--- src/hw/rtl/bsc_pkg.sv ---
// bsc_pkg: shared types and constants for the barometric compensation unit.
// No dependencies. Imported by every module of the block.
`timescale 1ns / 1ps
package bsc_pkg;

  // Configuration register indexes
  localparam logic [1:0] CFG_TEMP       = 2'd0;
  localparam logic [1:0] CFG_PRESS_LOW  = 2'd1;
  localparam logic [1:0] CFG_PRESS_HIGH = 2'd2;
  localparam logic [1:0] CFG_PRESS_NINE = 2'd3;

  localparam logic [63:0] TF_OFFSET   = 64'd128000;
  localparam logic [63:0] DIV_SCALE   = 64'd3125;
  localparam logic [20:0] PP_BASE     = 21'd1048576;
  localparam logic [63:0] A_BIAS      = 64'h0000_8000_0000_0000;  // 1 << 47
  localparam logic [21:0] PA_MAX      = 22'h3F_FFFF;
  localparam logic [23:0] TC_MAX      = 24'h7F_FFFF;
  localparam logic [23:0] TC_MIN      = 24'h80_0000;

  typedef struct packed {
    logic [19:0] raw_t;
    logic [19:0] raw_p;
  } item_t;

  // Calibration set, all slices raw; T1 and P1 unsigned, the rest signed
  typedef struct packed {
    logic [15:0] t1;
    logic [15:0] t2;
    logic [15:0] t3;
    logic [15:0] p1;
    logic [15:0] p2;
    logic [15:0] p3;
    logic [15:0] p4;
    logic [15:0] p5;
    logic [15:0] p6;
    logic [15:0] p7;
    logic [15:0] p8;
    logic [15:0] p9;
  } coeff_t;

  typedef struct packed {
    logic [23:0] temp_centi;
    logic [21:0] press_pa;
    logic [31:0] fine_temp;
    logic        guard;
  } result_t;

  function automatic logic [63:0] sx64(input logic [15:0] v);
    return {{48{v[15]}}, v};
  endfunction

endpackage

--- src/hw/rtl/bsc_front.sv ---
// bsc_front: accepts input words into a two-deep queue, holds calibration.
// Depends on bsc_pkg.
`timescale 1ns / 1ps
module bsc_front (
  input  logic           clk_i,
  input  logic           rst_ni,
  input  logic           in_valid_i,
  output logic           in_ready_o,
  input  bsc_pkg::item_t in_item_i,
  input  logic           cfg_valid_i,
  input  logic [1:0]     cfg_index_i,
  input  logic [63:0]    cfg_data_i,
  output bsc_pkg::coeff_t coeff_o,
  output logic           q_valid_o,
  output bsc_pkg::item_t q_item_o,
  input  logic           q_pop_i
);
  import bsc_pkg::*;

  item_t       mem_q [2];
  logic        wr_ptr_q, wr_ptr_d, rd_ptr_q, rd_ptr_d;
  logic [1:0]  cnt_q, cnt_d;
  logic        push, pop;
  coeff_t      coeff_q;

  assign in_ready_o = (cnt_q != 2'd2);
  assign push       = in_valid_i && in_ready_o;
  assign pop        = q_pop_i && (cnt_q != 2'd0);
  assign q_valid_o  = (cnt_q != 2'd0);
  assign q_item_o   = mem_q[rd_ptr_q];
  assign coeff_o    = coeff_q;

  always_comb begin
    wr_ptr_d = push ? ~wr_ptr_q : wr_ptr_q;
    rd_ptr_d = pop ? ~rd_ptr_q : rd_ptr_q;
    cnt_d    = cnt_q + {1'b0, push} - {1'b0, pop};
  end

  always_ff @(posedge clk_i or negedge rst_ni) begin
    if (!rst_ni) begin
      wr_ptr_q <= 1'b0;
      rd_ptr_q <= 1'b0;
      cnt_q    <= 2'd0;
    end else begin
      wr_ptr_q <= wr_ptr_d;
      rd_ptr_q <= rd_ptr_d;
      cnt_q    <= cnt_d;
    end
  end

  always_ff @(posedge clk_i) begin
    if (push) begin
      mem_q[wr_ptr_q] <= in_item_i;
    end
  end

  // calibration registers, split into slices as written
  always_ff @(posedge clk_i or negedge rst_ni) begin
    if (!rst_ni) begin
      coeff_q <= '0;
    end else if (cfg_valid_i) begin
      unique case (cfg_index_i)
        CFG_TEMP: begin
          coeff_q.t1 <= cfg_data_i[15:0];
          coeff_q.t2 <= cfg_data_i[31:16];
          coeff_q.t3 <= cfg_data_i[47:32];
        end
        CFG_PRESS_LOW: begin
          coeff_q.p1 <= cfg_data_i[15:0];
          coeff_q.p2 <= cfg_data_i[31:16];
          coeff_q.p3 <= cfg_data_i[47:32];
          coeff_q.p4 <= cfg_data_i[63:48];
        end
        CFG_PRESS_HIGH: begin
          coeff_q.p5 <= cfg_data_i[15:0];
          coeff_q.p6 <= cfg_data_i[31:16];
          coeff_q.p7 <= cfg_data_i[47:32];
          coeff_q.p8 <= cfg_data_i[63:48];
        end
        CFG_PRESS_NINE: begin
          coeff_q.p9 <= cfg_data_i[15:0];
        end
        default: begin
          coeff_q <= coeff_q;
        end
      endcase
    end
  end

endmodule

--- config.mk ---
export PLATFORM = sky130hd
export DESIGN_NAME = bsc_front
export DESIGN_NICKNAME = d
export VERILOG_FILES = /design/src/hw/rtl/bsc_pkg.sv /design/src/hw/rtl/bsc_front.sv
export SDC_FILE = /design/constraint.sdc
export NUM_CORES = 1
export LEC_CHECK = 0
export BUFFER_PORTS_ARGS = -buffer_cell sky130_fd_sc_hd__buf_2
export CAP_MARGIN = 0
export CORE_UTILIZATION = 54
export DETAILED_ROUTE_END_ITERATION = 16
export PLACE_DENSITY_LB_ADDON = 0.15
export SYNTH_ARGS = -nofsm -noshare
export SYNTH_HDL_FRONTEND = slang
export SYNTH_SLANG_ARGS = --single-unit
--- constraint.sdc ---
create_clock -name clk_i -period 8.7 [get_ports clk_i]
set_input_delay 1.74 -clock clk_i [delete_from_list [all_inputs] [get_ports clk_i]]
set_output_delay 1.74 -clock clk_i [all_outputs]
set_load 0.1 [all_outputs]
==> impl_results.md, run 1 <==
- Status: finished, final reports clean
- Warnings, synthesis: 0
- Ant. Diodes: 0
- Clk slew on worst S/H paths: 0.06 ns
- Final WL: 23200 µm
- Core Region: 18700 µm²
- Flops & latches, synth: 276
- First-pass GRT wire length: 36800 µm
- Top delay family on crit path: buffers and inverters
- Crit. End Element: primary output
- Post-route ant nets: 0
- Synth top area cells: dfrtp_1 (48%), edfxtp_1 (23%), mux2_2 (23%)
- Total CTS buffers: 28
- Crit Path Category: reg -> out
- Area of the multi-input gates: 2780 µm²
- Synth top area share: 47.6%
- Fillcell total: 1274
- Max Buffers Root-to-Sink: 3
- CP Data Arrival Time: 2.09 ns
- DIE HEIGHT: 140 µm
- Number of global-route vias before repair: 6722
- Critical Path Max Stage Delay: 0.46 ns
- Cell area after synthesis: 10300 µm²
- Setup ws final: 4.87 ns
- Syn avg cell area: 18.6 µm²
- Starting Density: 55.1%
- Biggest area consumer among synthesized cells: dfrtp_1
- Gr ovfl total: 0
- First-pass DRT Iterations: 4
- Root buffer selected by CTS: clkbuf_16
- Largest net degree at the start of global routing: 123
- Post-CTS resize count: 0
- Pre-CTS WS: 4.89 ns
- Syn_nets: 667
- RSZ-0062 raised after global routing: no
- Relative slew slack: 23.8%
- IO Pins: 345
- CTS Hold Bufs: 0
- Crit share post-route: 44.1%
- CP max-delay cell: buf_4
- Slew @ Worst Pin: 1.14 ns
- Dpl hpwl: 16200 µm
- Final Hold Vio Count: 0
- H-tree depth: 1
- Max cap viols: 0
- Nets: 1022
- Hold WC Path Type: reg -> reg
- Critical Path Start Type: flop
- Post-DR wirelength/cell: 19.9 µm
- Hold_ws: 0.481 ns
- Final setup viols: 0
- Row count: 50
- Via count: 6175
- Critical Path RT: 6.96 ns
- Post-CTS Setup Bufs: 0
- CTS tree: done
- Pins Over Slew Limit: 0
- Clock sinks: 276
- Clk_skew: 0.00630 ns
- Die W: 140 µm
- Synth Instances: 555
- Synth cell types: 25
- Total Routing Usage GR: 24.0%
- Sequential cell area fraction in the yosys report: 70.9%
- Number of antenna violations at the first check in global routing: 0
- Post-route DRC: 0
- Fin Setup TNS: 0 ns
- Buf/Inv on CP: 2
- Most common cell after layout, fill and taps aside: buf_2
- Maximum clock frequency: 261 MHz
- Post-route minimum period: 3.83 ns
- Critical-path cell list: buf_4 > mux2_2 > buf_2
- DIE AREA: 19700 µm²
- Drt initial violations: 202
- Worst-path maximum fanout: 40
- Placer Congestion: 0.790
- Layout cells sized above 1: 66.1%
- I/O Buffers: 344
- Layout area overhead: 27.2%
- Number of vias per cell: 5.30
- Clk_lat worst skew: 0.52 ns
- Most frequent cells in the layout: buf_2 (343), mux2_2 (212), dfrtp_1 (196)
- FF+latch area: 7310 µm²
worst register-to-register path: stages (launching register included):
cell	delay, ns
dfrtp_1	0.43
nand2b_1	0.17
nand2_1	0.12
nor2_4	0.87
registers in the layout (all words and copies together), names as in the netlist:
signal / cells
coeff_o: 192
mem_q: 80
cnt_q: 2
rd_ptr_q: 1
wr_ptr_q: 1
cell type report:
cell class              instances  share of cell area [%]
clock buffers                  39                    6.37
clock inverters                13                   0.897
multi-input cells             254                    21.2
repair buffers                350                    13.5
well taps                     234                    2.23
flip-flops and latches        276                    55.7
per-layer routing:
metal  up-vias  track usage (%)  wire length (µm)
met2       263             41.2             11400
li1       2723                -                 -
met5         -                0                 0
met4         0             8.56               747
met3        55             6.91              2050
met1      3134             28.9              8970
path summary, 6_finish.rpt:
path | to | startpoint | slack, ns | cells after the start
worst max-delay path | q_item_o[24] | rd_ptr_q | 4.87 | 3
worst min-delay path | coeff_o[155] | coeff_o[155] | 0.48 | 1
worst max register to register | mem_q[0][13] | cnt_q[0] | 6.70 | 3
worst min register to register | coeff_o[155] | coeff_o[155] | 0.48 | 1
max in group asynchronous | coeff_o[160] | rst_ni | 5.83 | 2
min in group asynchronous | coeff_o[51] | rst_ni | 1.36 | 1
Yosys cell counts:
library cell and instances:
mux2_2 212, dfrtp_1 196, edfxtp_1 80, mux2_1 20, buf_6 13, buf_2 5
buf_4 4, nor2_1 3, xnor2_1 3, buf_8 2, nand2_1 2, nand3b_1 2
a211oi_1 1, a21bo_2 1, a32oi_1 1, and3_1 1, clkbuf_1 1, ha_1 1
nand2b_1 1, nand3_1 1, nand3_2 1, nor2b_1 1, nor3b_2 1, o21ai_0 1
or2_2 1
through the flow:
stage	utilization, %	instances	cell area (µm²)
2_1_floorplan	-	555	10300
3_3_place_gp	65.0	1114	12200
3_5_place_dp	65.0	1114	12200
4_1_cts	70.1	1166	13100
5_1_grt	70.1	1166	13100
6_report	70.1	1166	13100
logic make-up (layout without fill, tap and decap cells):
logic type,Yosys count,after routing,synth area share [%]
AO/OA/AOI/OAI,4,4,0.303
multiplexers,232,232,25.3
buffers and inverters,25,402,2.28
flip-flops,276,276,70.9
AND/OR/NAND/NOR,14,14,0.837
XOR/XNOR,3,3,0.255
adder cells (fa/ha/maj),1,1,0.121
Power of run 1 is left out: the tool's default activity adds up to more than one toggle a clock period on the data nets, which glitch-free logic cannot reach.
==> run 2, diff against run 1 <==
ABC_AREA = 1   (was default)
CORE_UTILIZATION = 50   (was 54)
clock period = 3.7 ns   (was 8.7 ns; I/O delays follow)
==> impl_results.md, run 2 <==
- Critical Path Max Stage Delay: 0.44 ns (-0.02 ns)
- Gr ovfl total: 0 (unchanged)
- Post-route minimum period: 2.78 ns
- Drt initial violations: 407 (+100%)
- Buf/Inv on CP: 3 (+1)
- IO Pins: 345 (unchanged)
- Clock sinks: 276 (unchanged)
- H-tree depth: 1 (unchanged)
- Number of global-route vias before repair: 7007 (+4.2%)
- Max cap viols: 0 (unchanged)
- Hold_ws: 0.213 ns (-0.268 ns)
- Setup ws final: 0.925 ns (-3.94 ns)
- Clk_skew: 0.0131 ns (+0.00682 ns)
- Met1 wire length: 9850 µm (+9.7%)
- Leakage: 6.72 nW
- Top delay family on crit path: buffers and inverters
- Slew @ Worst Pin: 1.06 ns (-0.0809 ns)
- Crit share post-route: 75.0%
- Syn_nets: 1040 (+56%)
- RSZ-0062 raised after global routing: no
- Ys flop type: dfrtp_1
- Crit. End Element: primary output
- Synth top area share: 48.7% (+1.1 points)
- Number of antenna violations at the first check in global routing: 0 (unchanged)
- CP max-delay cell: buf_2
- Most frequent cells in the layout: buf_2 (343), nand2_1 (321), dfrtp_1 (196)
- Crit Path Category: reg -> out
- Syn avg cell area: 10.9 µm² (-42%)
- CTS tree: done
- Design Area, Final: 12900 µm² (-1.3%)
- Pre-CTS WS: 1.25 ns (-3.64 ns)
- Largest net degree at the start of global routing: 97 (-21%)
- Critical-path cell list: clkinv_1 > buf_4 > nand2_1 > nand2_1 > buf_2
- Number of vias per cell: 4.80 (-9.3%)
- Root buffer selected by CTS: clkbuf_16
- Placer Congestion: 0.780 (-1.2%)
- Total Routing Usage GR: 23.5% (-0.42 points)
- Die W: 144 µm (+2.7%)
- Fillcell total: 1607 (+26%)
- Critical Path Start Type: flop
- Biggest area consumer among synthesized cells: dfrtp_1
- Crit path top cell by count: nand2_1
- Dpl hpwl: 17000 µm (+5.1%)
- Max reg flops: 192 (unchanged)
- Flops & latches, synth: 276 (unchanged)
- Final WL: 24600 µm (+5.8%)
- Top-count cell post-synth: nand2_1
- Critical Path RT: 2.96 ns (-4.00 ns)
- CTS Hold Bufs: 0 (unchanged)
- DIE AREA: 20700 µm² (+5.5%)
- Met3 routed WL: 2170 µm (+6.1%)
- Total CTS buffers: 28 (unchanged)
- Flop2flop setup slack: 1.69 ns (-5.01 ns)
- Hold WC Path Type: in -> async
- Maximum clock frequency: 360 MHz
- R2R Path End: mem_q[1][7]
- Row count: 51 (+2.0%)
- Worst R2R Start: cnt_q[1]
- Share of synthesized registers carrying an async set or reset: 71.0% (unchanged)
- R2R cell count: 4 (+1)
- Maximum vdd drop: 0.457 mV
- First-pass DRT Iterations: 5 (+1)
- Post-route DRC: 0 (unchanged)
- Core Region: 19600 µm² (+4.7%)
- Status: finished, final reports clean
- Starting Density: 51.4% (-3.7 points)
- Clk slew on worst S/H paths: 0.07 ns (about the same)
- Relative slew slack: 29.2% (+5.4 points)
- Metal2 WL: 12200 µm (+6.9%)
- Area of the multi-input gates: 2300 µm² (-17%)
- Dpl cell area: 12000 µm² (-1.0%)
- First-pass GRT wire length: 37600 µm (+2.2%)
- Max Buffers Root-to-Sink: 3 (unchanged)
- Fin Setup TNS: 0 ns (unchanged)
- FF+latch area: 7310 µm² (unchanged)
- Via count: 7438 (+20%)
- Top Metal Used: met4
- Final Hold Vio Count: 0 (unchanged)
- Worst-path maximum fanout: 40 (unchanged)
- Post-DR wirelength/cell: 15.8 µm (-20%)
- Post-route ant nets: 0 (unchanged)
- Layout area overhead: 28.5%
- Final setup viols: 0 (unchanged)
- DIE HEIGHT: 144 µm (+2.7%)
- Cell area after synthesis: 10100 µm² (-2.3%)
- EDFF count, synth: 80 (unchanged)
- CP Data Arrival Time: 2.04 ns (-0.05 ns)
- Post-CTS Setup Bufs: 0 (unchanged)
- Warnings, synthesis: 0 (unchanged)
- Pwr Total: 12.8 mW
- Nets: 1374 (+34%)
- Synth cell types: 16 (-36%)
- Post-synth top cells: nand2_1 (321), dfrtp_1 (196), o21ai_0 (193)
- Synth top area cells: dfrtp_1 (49%), edfxtp_1 (24%), nand2_1 (12%)
- Synth Instances: 928 (+67%)
- Post-CTS resize count: 0 (unchanged)
- Clk_lat worst skew: 0.53 ns (about the same)
- Sequential cell area fraction in the yosys report: 72.5% (+1.6 points)
- I/O Buffers: 344 (unchanged)
- Pins Over Slew Limit: 0 (unchanged)
- Most common cell after layout, fill and taps aside: buf_2
- Power Density: 986 nW/µm²
- Layout cells sized above 1: 31.2% (-35 points)
run 2: cell count changes after synthesis, sizes merged, moves of 4 or more:
cell    delta
o21ai    +192
inv       +73
nand3      +4
clkbuf    +29
buf        -4
nand2    +319
mux2     -232
run 2: final cells by class:
class	count	share of cell area, %
sequential	276	56.4
multi-input combinational	528	17.8
timing repair buffer	354	14.0
clock buffer	40	6.23
tap	265	2.56
inverter	74	2.15
clock inverter	11	0.812
antenna	1	0.0193
run 2: routing by layer:
layer	track usage, %	vias up
li1	-	3660
met1	30.5	3504
met2	39.6	256
met3	6.49	18
met4	4.98	0
met5	0	-
run 2: worst max-delay path by stage:
stage,slack (ns),endpoint,depth (start not counted),from
after detailed placement,1.25,coeff_o[110],6,cfg_index_i[1]
after floorplan,0.15,mem_q[1][0],3,cnt_q[1]
after global placement,1.35,coeff_o[106],6,cfg_index_i[1]
after global routing,0.78,q_item_o[4],5,rd_ptr_q
after CTS,0.90,q_item_o[4],5,rd_ptr_q
final,0.92,q_item_o[4],5,rd_ptr_q
run 2: logic make-up after synthesis:
| family | share of synthesized area [%] |
|---|---|
| xor+xnor | 0.0869 |
| fa+ha+maj | 0.124 |
| compound gates | 9.63 |
| simple gates | 12.4 |
| buf+inv | 5.21 |
| flops | 72.5 |
run 2: per-stage QoR:
| step | utilization (%) | instances |
|---|---|---|
| floorplan | - | 928 |
| global route | 66.1 | 1548 |
| global placement | 61.4 | 1497 |
| detailed placement | 61.4 | 1497 |
| finish | 66.1 | 1549 |
| CTS | 66.1 | 1548 |
run 2: power breakdown:
group	switching, mW	total (mW)	internal [mW]
registers	0.237	3.97	3.74
clock network	1.12	2.77	1.65
logic	5.31	6.03	0.720
total	6.67	12.8	6.10
Power figures use the tool's default switching activity.
==> run 3, diff against run 2 <==
clock period = 2.7 ns   (was 3.7 ns; I/O delays follow)
==> impl_results.md, run 3 (synthesis gave the netlist of run 2 again) <==
- Max cap viols: 0 (unchanged)
- Critical Path Max Stage Delay: 0.42 ns (-0.02 ns)
- Pwr Total: 17.9 mW (+41%)
- Slew @ Worst Pin: 0.531 ns (-0.528 ns)
- Pins Over Slew Limit: 0 (unchanged)
- Top delay family on crit path: buffers and inverters
- Relative slew slack: 64.6% (+35 points)
- Hold Crit Depth: 1
- Row count: 51 (unchanged)
- Max Buffers Root-to-Sink: 3 (unchanged)
- Number of global-route vias before repair: 6912 (-1.4%)
- Final Hold Vio Count: 0 (unchanged)
- Most common cell after layout, fill and taps aside: buf_2
- Dpl hpwl: 16500 µm (-3.4%)
- Die W: 144 µm (unchanged)
- Via count: 7375 (-0.85%)
- Number of vias per cell: 4.74 (-1.2%)
- Post-route DRC: 0 (unchanged)
- Layout cells sized above 1: 31.7% (+0.48 points)
- Most frequent cells in the layout: buf_2 (343), nand2_1 (321), dfrtp_1 (196)
- Power Density: 1360 nW/µm² (+38%)
- Placer Congestion: 0.786 (+0.76%)
- Drt initial violations: 379 (-6.9%)
- Clk_skew: 0.00605 ns (-0.00706 ns)
- DIE AREA: 20700 µm² (unchanged)
- Total Routing Usage GR: 23.0% (-0.51 points)
- H-tree depth: 1 (unchanged)
- CP Data Arrival Time: 1.97 ns (-0.07 ns)
- RSZ-0062 raised after global routing: no
- Post-DR wirelength/cell: 15.5 µm (-2.3%)
- IO Pins: 345 (unchanged)
- Post-route minimum period: 2.51 ns
- Root buffer selected by CTS: clkbuf_16
- Final WL: 24100 µm (-2.0%)
- Crit share post-route: 92.8%
- Leakage: 6.81 nW (+1.3%)
- Nets: 1379 (+0.36%)
- DIE HEIGHT: 144 µm (unchanged)
- Crit Path Category: reg -> out
- Hold_ws: 0.202 ns (-0.0108 ns)
- Worst R2R Start: cnt_q[1]
- Hold WC Path Type: in -> reg
- Final setup viols: 0 (unchanged)
- Critical Path Start Type: flop
- Post-route ant nets: 0 (unchanged)
- Starting Density: 51.4% (unchanged)
- R2R Path End: mem_q[0][27]
- Worst-path maximum fanout: 25 (-38%)
- Buf/Inv on CP: 3 (unchanged)
- Critical-path cell list: clkinvlp_4 > buf_12 > nand2_1 > nand2_1 > buf_2
- First-pass DRT Iterations: 7 (+2)
- Flop2flop setup slack: 1.01 ns (-0.68 ns)
- Worst Hold Launch: in_item_i[1]
- Clock sinks: 276 (unchanged)
- Hold Path End: mem_q[1][1]
- R2R cell count: 4 (unchanged)
- Layout area overhead: 30.7%
- First-pass GRT wire length: 36700 µm (-2.2%)
- I/O Buffers: 344 (unchanged)
- Maximum clock frequency: 399 MHz
- CP max-delay cell: buf_2
- Core Region: 19600 µm² (unchanged)
- Clk slew on worst S/H paths: 0.06 ns (about the same)
- Maximum vdd drop: 0.765 mV (+67%)
- Number of antenna violations at the first check in global routing: 2 (+2)
- Status: finished, final reports clean
- Total CTS buffers: 28 (unchanged)
- Largest net degree at the start of global routing: 129 (+33%)
- Max reg flops: 192 (unchanged)
- Crit. End Element: primary output
- CTS tree: done
- Critical Path RT: 2.16 ns (-0.80 ns)
- Clk_lat worst skew: 0.52 ns (about the same)
- Crit path top cell by count: nand2_1
- Gr ovfl total: 0 (unchanged)
-- run 3: changes by cell type in the layout (fill, tap and decap cells not counted), sizes merged --
cell | before | now
bufinv | 2 | 6
clkinv | 9 | 4
clkbuf | 41 | 40
clkinvlp | 0 | 3
dlygate4sd3 | 0 | 1
buf | 353 | 357
-- run 3: power breakdown --
part	internal (mW)	total [mW]	switching, mW
Clock	2.67	4.22	1.55
Sequential	5.12	5.44	0.327
Combinational	1.03	8.28	7.25
Total	8.82	17.9	9.13
-- run 3: area by class of cell --
type / count / area [µm²]
sequential: 276 / 7310
tap: 265 / 332
antenna: 1 / 2.50
inverter: 74 / 282
multi-input combinational: 528 / 2300
clock buffer: 39 / 813
clock inverter: 13 / 220
fill: 1600 / 6410
timing repair buffer: 359 / 1920
-- run 3: repair_timing --
| item | 4_1_cts | 5_1_grt |
|---|---|---|
| setup endpoints to repair | 0 | 25 |
| buffers inserted | 0 | 0 |
| hold buffers | 1 | 0 |
| endpoints found under the hold margin | 48 | 0 |
| resized for setup | 0 | 1 |
-- run 3: worst max path at each step --
stage / start / depth (start not counted) / end
6_report: rd_ptr_q / 5 / q_item_o[17]
5_1_grt: rd_ptr_q / 5 / q_item_o[8]
4_1_cts: rd_ptr_q / 5 / q_item_o[17]
3_5_place_dp: rd_ptr_q / 5 / q_item_o[17]
3_3_place_gp: rd_ptr_q / 5 / q_item_o[11]
2_1_floorplan: cnt_q[1] / 3 / mem_q[1][0]
-- run 3: worst reg2reg max path: stages (launching register included) --
cell and delay (ns):
dfrtp_1 0.42, nand2_1 0.14, nand2_1 0.18, nor2_4 0.11, buf_4 0.46
-- run 3: layer usage --
metal | global-route usage [%] | vias to the layer above | routed length (µm)
li1 | - | 3666 | -
met1 | 29.8 | 3414 | 9580
met2 | 37.7 | 253 | 11600
met3 | 7.05 | 38 | 2380
met4 | 6.44 | 4 | 469
met5 | 0 | - | 23
-- run 3: through the flow --
step	utilization [%]	instances	cell area (µm²)	setup TNS, ns	worst slack, ns
after floorplan	-	928	10100	-15.83	-0.206
after global placement	61.9	1501	12100	0	0.693
after detailed placement	61.9	1501	12100	0	0.601
after CTS	67.2	1554	13200	0	0.0354
after global routing	67.2	1554	13200	0	0.0967
final	67.3	1555	13200	0	0.194
